## src/sv/ffha_pkg.sv

```systemverilog
// Shared types and constants for the first-fit heap allocator.
package ffha_pkg;

    localparam int unsigned GRANULE_SHIFT = 3;
    localparam logic [16:0] GRANULE_ROUND = 17'h7;
    localparam logic        MODE_FREE     = 1'b1;

    typedef struct packed {
        logic        mode;
        logic [15:0] request_bytes;
        logic [11:0] block_address;
    } req_t;

    typedef struct packed {
        logic        ok;
        logic [11:0] payload_address;
    } resp_t;

    typedef enum logic [3:0] {
        ST_IDLE,
        ST_A_TOP,
        ST_A_CHK,
        ST_A_W1,
        ST_A_W2,
        ST_A_W3,
        ST_F_START,
        ST_F_HDR,
        ST_F_TOP,
        ST_F_CHK,
        ST_F_W1,
        ST_F_W2,
        ST_FAIL,
        ST_DONE_A,
        ST_DONE_F
    } state_t;

    typedef enum logic [3:0] {
        DP_NOP,
        DP_LOAD,
        DP_RD_CUR,
        DP_ADV,
        DP_A_W1,
        DP_A_W2,
        DP_A_W3,
        DP_F_RD,
        DP_F_HDR,
        DP_F_RDN,
        DP_F_MERGE,
        DP_F_W1,
        DP_F_W2,
        DP_RES_FAIL,
        DP_RES_ALLOC,
        DP_RES_FREE
    } dp_op_t;

    typedef struct packed {
        logic in_free;
        logic zero_req;
        logic free_bad;
        logic live_ok;
        logic size_ok;
        logic fit;
        logic merge_go;
        logic n_mergeable;
    } dp_status_t;

endpackage

```

## src/sv/ffha_ctrl.sv

```systemverilog
// Controller: sequences allocate walks, splits, free merges and the result beat.
module ffha_ctrl
    import ffha_pkg::*;
(
    input  logic       clk,
    input  logic       rst_n,
    input  logic       req_valid,
    output logic       req_stall,
    output logic       rsp_valid,
    input  logic       rsp_stall,
    input  dp_status_t status,
    output dp_op_t     op
);

    state_t state_reg, state_next;
    logic   rsp_valid_reg, rsp_valid_next;
    logic   slot_free;

    always_ff @(posedge clk or negedge rst_n)
    begin
        if (!rst_n)
        begin
            state_reg     <= ST_IDLE;
            rsp_valid_reg <= 1'b0;
        end
        else
        begin
            state_reg     <= state_next;
            rsp_valid_reg <= rsp_valid_next;
        end
    end

    always_comb
    begin
        slot_free      = !(rsp_valid_reg && rsp_stall);
        state_next     = state_reg;
        rsp_valid_next = rsp_valid_reg && rsp_stall;
        op             = DP_NOP;
        case (state_reg)
            ST_IDLE:
            begin
                if (req_valid)
                begin
                    op         = DP_LOAD;
                    state_next = status.in_free ? ST_F_START : ST_A_TOP;
                end
            end
            ST_A_TOP:
            begin
                if (status.zero_req || !status.live_ok)
                begin
                    state_next = ST_FAIL;
                end
                else
                begin
                    op         = DP_RD_CUR;
                    state_next = ST_A_CHK;
                end
            end
            ST_A_CHK:
            begin
                if (!status.size_ok)
                begin
                    state_next = ST_FAIL;
                end
                else if (status.fit)
                begin
                    state_next = ST_A_W1;
                end
                else
                begin
                    op         = DP_ADV;
                    state_next = ST_A_TOP;
                end
            end
            ST_A_W1:
            begin
                op         = DP_A_W1;
                state_next = ST_A_W2;
            end
            ST_A_W2:
            begin
                op         = DP_A_W2;
                state_next = ST_A_W3;
            end
            ST_A_W3:
            begin
                op         = DP_A_W3;
                state_next = ST_DONE_A;
            end
            ST_F_START:
            begin
                if (status.free_bad)
                begin
                    state_next = ST_FAIL;
                end
                else
                begin
                    op         = DP_F_RD;
                    state_next = ST_F_HDR;
                end
            end
            ST_F_HDR:
            begin
                op         = DP_F_HDR;
                state_next = ST_F_TOP;
            end
            ST_F_TOP:
            begin
                if (status.merge_go)
                begin
                    op         = DP_F_RDN;
                    state_next = ST_F_CHK;
                end
                else
                begin
                    state_next = ST_F_W1;
                end
            end
            ST_F_CHK:
            begin
                if (status.n_mergeable)
                begin
                    op         = DP_F_MERGE;
                    state_next = ST_F_TOP;
                end
                else
                begin
                    state_next = ST_F_W1;
                end
            end
            ST_F_W1:
            begin
                op         = DP_F_W1;
                state_next = ST_F_W2;
            end
            ST_F_W2:
            begin
                op         = DP_F_W2;
                state_next = ST_DONE_F;
            end
            ST_FAIL, ST_DONE_A, ST_DONE_F:
            begin
                // hold until the result register is free
                if (slot_free)
                begin
                    if (state_reg == ST_FAIL)
                    begin
                        op = DP_RES_FAIL;
                    end
                    else if (state_reg == ST_DONE_A)
                    begin
                        op = DP_RES_ALLOC;
                    end
                    else
                    begin
                        op = DP_RES_FREE;
                    end
                    rsp_valid_next = 1'b1;
                    state_next     = ST_IDLE;
                end
            end
            default:
            begin
                state_next = ST_IDLE;
            end
        endcase
    end

    assign req_stall = (state_reg != ST_IDLE);
    assign rsp_valid = rsp_valid_reg;

endmodule

```

## config.mk

```make
export PLATFORM = sky130hd
export DESIGN_NAME = ffha_ctrl
export DESIGN_NICKNAME = d
export VERILOG_FILES = /design/src/sv/ffha_pkg.sv /design/src/sv/ffha_ctrl.sv
export SDC_FILE = /design/constraint.sdc
export NUM_CORES = 1
export LEC_CHECK = 0
export BUFFER_PORTS_ARGS = -buffer_cell sky130_fd_sc_hd__clkbuf_2
export CORE_ASPECT_RATIO = 0.9
export CORE_UTILIZATION = 27
export CTS_CLUSTER_DIAMETER = 120
export DETAILED_ROUTE_END_ITERATION = 16
export PLACE_DENSITY = 0.46
export SLEW_MARGIN = 20
export SYNTH_ARGS = -nofsm -noshare
export SYNTH_HDL_FRONTEND = slang
export SYNTH_SLANG_ARGS = --single-unit
```

## constraint.sdc

```tcl
create_clock -name clk -period 2 [get_ports clk]
set_input_delay 0.6 -clock clk [delete_from_list [all_inputs] [get_ports clk]]
set_output_delay 0.6 -clock clk [all_outputs]
set_load 0.03 [all_outputs]
```

# Word-level counts from Yosys, hierarchy flattened
# Cells that the tools add are included.
# classes
n_lt_le_gt_ge	0
eq_ne	16
n_mul	0
n_shift	0
n_mux	22
n_bitwise	0
div_mod_pow	0
reduce_logical	7
n_addsub	0
# ops
op	count
case mux 4 bit (13 select lines)	2
two-way mux 4 bit	8
equality test 4 bit, second input constant	7
equality test 4 x 3 -> 1 bit, second input constant	4
two-way mux 2 bit	7
equality test 4 x 2 -> 1 bit, second input constant	2
two-way mux 3 bit	2
equality test 4 x 1 -> 1 bit, second input constant	1
zero test 4 bit	1
inequality test 2 bit, second input constant	2
nonzero test 4 bit	1
two-way mux 1 bit	3
OR reduction 3 bit	1
AND reduction 2 bit	1
logical AND 1 bit	1
zero test 1 bit	1
logical OR 1 bit	1
# word_totals
in_bits	12
mem_count	0
elab_cells	47
rom_bits	0
regBits	5
latchBits	0
ram_bits	0

# Depth between registers and ports, before layout
# depth
depth_word	5
ltp_mapped	6
depth_no_buf	4

# Worst setup path after synthesis
# OpenSTA, ideal clock, no wires.
# synth_timing
path_type	input to output
startpoint	in rsp_stall
endpoint	out op[1]
setup_slack_ns	-0.130
required_ns	1.400
cell_stages	4
t_arrival_ns	1.530
cell_sequence	nand2_1 nand4_1 o21a_1 o221ai_1
# synth_via
elab_chain_len	3
# synth_lines
item	line_no	text
start, declared	ffha_ctrl.sv:10	input logic rsp_stall,
logical AND 1 bit	ffha_ctrl.sv:35	slot_free = !(rsp_valid_reg && rsp_stall);
two-way mux 4 bit	ffha_ctrl.sv:145	if (slot_free)
case mux 4 bit (13 select lines)	ffha_ctrl.sv:39	case (state_reg)
end, declared	ffha_ctrl.sv:12	output dp_op_t op
# Every way passes these cells.

# Worst setup path after layout
# layout_timing
startpoint	reg state_reg[1]
endpoint	out op[1]
# layout_via
elab_chain_len	4
# layout_lines
item	line_no	text
start, declared	ffha_ctrl.sv:15	state_t state_reg, state_next;
start signal, assigned	ffha_ctrl.sv:28	state_reg <= state_next;
equality test 4 bit	ffha_ctrl.sv:39, ffha_ctrl.sv:147	
two-way mux 2 bit	ffha_ctrl.sv:147	if (state_reg == ST_FAIL)
two-way mux 4 bit	ffha_ctrl.sv:145	
case mux 4 bit (13 select lines) (*)	ffha_ctrl.sv:39	
# Mark *: on every way between the ends. The rest lies on a longest branch, timed or not.

==> flow_summary.ini <==
[status]
status = finished with violations
violations = setup timing

[placed_design]
dp_hpwl_um = 1387
numPortBuffers = 17
gp_congestion = 0.7955

[synth]
synth_flop_cell = dfrtp_1
ys_top_cells_by_area = dfrtp_1, o21ai_0, nor2_1
yosysWarnings = 0
ys_async_sr_fraction = 1.000
ys_types = 31
yosysTopAreaCell = dfrtp_1
synth_top_area_share = 0.2137
ys_seq_area_frac = 0.2137
netlist_area_um2 = 585.6
synth_cells = 87
synth_nets = 99
ys_seq_elements = 5
synth-edff-count = 0
syn_area_per_cell_um2 = 6.731

[critical_path]
endpoint_kind = primary output
crit_type = flip-flop to primary output
startpoint_type = flip-flop
timing.rr.end = state_reg[2]
required_ns = 1.40
crit_chain = nand2_2 -> nand4_1 -> o21a_1 -> o221ai_2 -> clkbuf_8
ff2ff_path_depth = 6
worstReg2RegStart = state_reg[2]
critPathSlowestCell = dfrtp_2
cp_max_fo = 7
r2r_setup_slack_ns = 0.45
critPathBufInv = 1
max_stage_delay_ns = 0.45
worst_ep_arrival_time_ns = 1.52
critPathTopFamily = flip-flops

[cts]
h-tree-depth = 1
cts_tree = done
tritoncts.num_buffers = 3
cts-root-buf = clkbuf_4
path_clk_slew_ns = 0.04
clock_sinks = 5
cts_hold_buf = 0
insertion_delay_ns = 0.24
cts_buffer_depth = 2

[floorplan]
start_util = 0.2971
die_h_um = 46.18
dieArea_um2 = 2359
die_w_um = 51.09
rows = 15
core_area_um2 = 1971
io-pin-count = 18

[routing]
wl_met2_um = 835
drt_first_iter_violations = 18
routed.top_layer = met4
viasPerCell = 5.141
vias = 766
wire_per_inst_um = 12.27
wl_met3_um = 110
route.detailed.drc = 0
routed_wirelength_um = 1828
dr.pass1.iters = 4
drt-met1-wl_um = 855
drtAntennaViolNets = 0

[global_routing]
grt_max_degree = 19
antenna_found_initial = 0
grt-ovfl-total = 0
grt_pass1_wl_um = 3146
track_usage = 0.1801
grt_pass1_vias = 723

[timing]
fin_hold_ws_ns = 0.1686
final_max_slew_viol_count = 0
max_freq_mhz = 471.2
grt_setup_unrepaired = true
fin_crit_sh = 1.061
fin_crit_ns = 2.122
tightest_slew_ns = 0.3093
hold_viol = 0
fin_setup_tns_ns = -0.4115
skew_ns = 0.0005659
slew_headroom = 0.7911
fin_ws_ns = -0.1222
setup_viol = 4

[finish]
final_common_cell = buf_4
final_cell_mix = buf_4, clkbuf_2, o21ai_0, nor2_1, nand2_1
syn_to_final_growth_pct = 61.54
multiInputGateArea_um2 = 436.7
nets = 137
largest_register_ffs = 4
regArea_um2 = 128.9
layout-drive-gt1-share = 0.4355
n_antenna_cell = 0
fillers = 216

[power_and_ir_drop]
p_per_area_nw_per_um2 = 1762
total_power_uw = 1667
p_leak_uw = 0.0004237
ir_worst_vdd_uv = 796.2

[run]
max-cap-violations = 0

[hold_path]
hold_path.class = input pin to async pin
## metrics by stage
step / worst slack, ns / utilization / cells / area, um^2
5_1_grt: -0.1931 / 0.4800 / 149 / 945.9
3_3_place_gp: -0.07468 / 0.4197 / 141 / 827.0
6_report: -0.1222 / 0.4800 / 149 / 945.9
4_1_cts: -0.1392 / 0.4756 / 149 / 937.1
2_1_floorplan: 0.02301 / - / 87 / 598.1
3_5_place_dp: -0.1173 / 0.4197 / 141 / 827.0
## where the power goes
group | internal, uW | leakage, uW | total, uW | switching [uW]
Clock | 75.4 | 0.0000150 | 117 | 41.6
Combinational | 641 | 0.000350 | 1320 | 678
Sequential | 156 | 0.0000585 | 230 | 74.4
## routing by layer
metal,track usage,vias up
met5,0,-
met4,0.07222,0
met3,0.03630,4
met2,0.2842,29
met1,0.2407,343
li1,-,390
## cells in the mapped netlist (2+ instances only)
master / n
nor2_1: 11
o21ai_0: 11
nand2_1: 9
a21oi_1: 7
dfrtp_1: 5
buf_2: 4
buf_4: 4
nor2b_1: 4
inv_1: 3
nand2b_1: 2
nand3_1: 2
nor3b_1: 2
o211ai_1: 2
o21a_1: 2
o22ai_1: 2
o2bb2ai_1: 2
## repair_timing
action / CTS / global route
pin swaps: 4 / 1
endpoints found under the setup margin: 5 / 5
setup buffers: 4 / 0
gates resized for setup: 18 / 5
## cells by family (layout without fill, tap and decap cells)
logic type	count (synthesis)	count (layout)	share of synthesized area
simple gates	37	37	0.3205
compound gates	34	34	0.3611
flops	5	5	0.2137
buf+inv	11	48	0.1047
## cell type report
cell class                 count  share of cell area
multi-input combinational     71              0.4616
timing repair buffer          41              0.3294
sequential                     5              0.1362
tap                           25             0.03307
clock buffer                   4             0.02778
inverter                       3             0.01190
## worst register-to-register path: stages, from the launching register on
cell and delay [ns]:
dfrtp_2 0.44, buf_6 0.15, buf_4 0.13, buf_4 0.12, nand3_1 0.14, nor2_1 0.08, or3b_1 0.36
## worst max path at each step
stage	startpoint	endpoint	slack, ns	cells past startpoint
floorplan	rsp_stall	op[1]	0.02	4
global placement	rsp_stall	op[1]	-0.07	6
detailed placement	rsp_stall	op[1]	-0.12	6
CTS	state_reg[1]	op[0]	-0.14	4
global route	state_reg[2]	op[1]	-0.19	5
finish	state_reg[1]	op[1]	-0.12	5
Note: power is estimated with default switching activity, not from simulation.
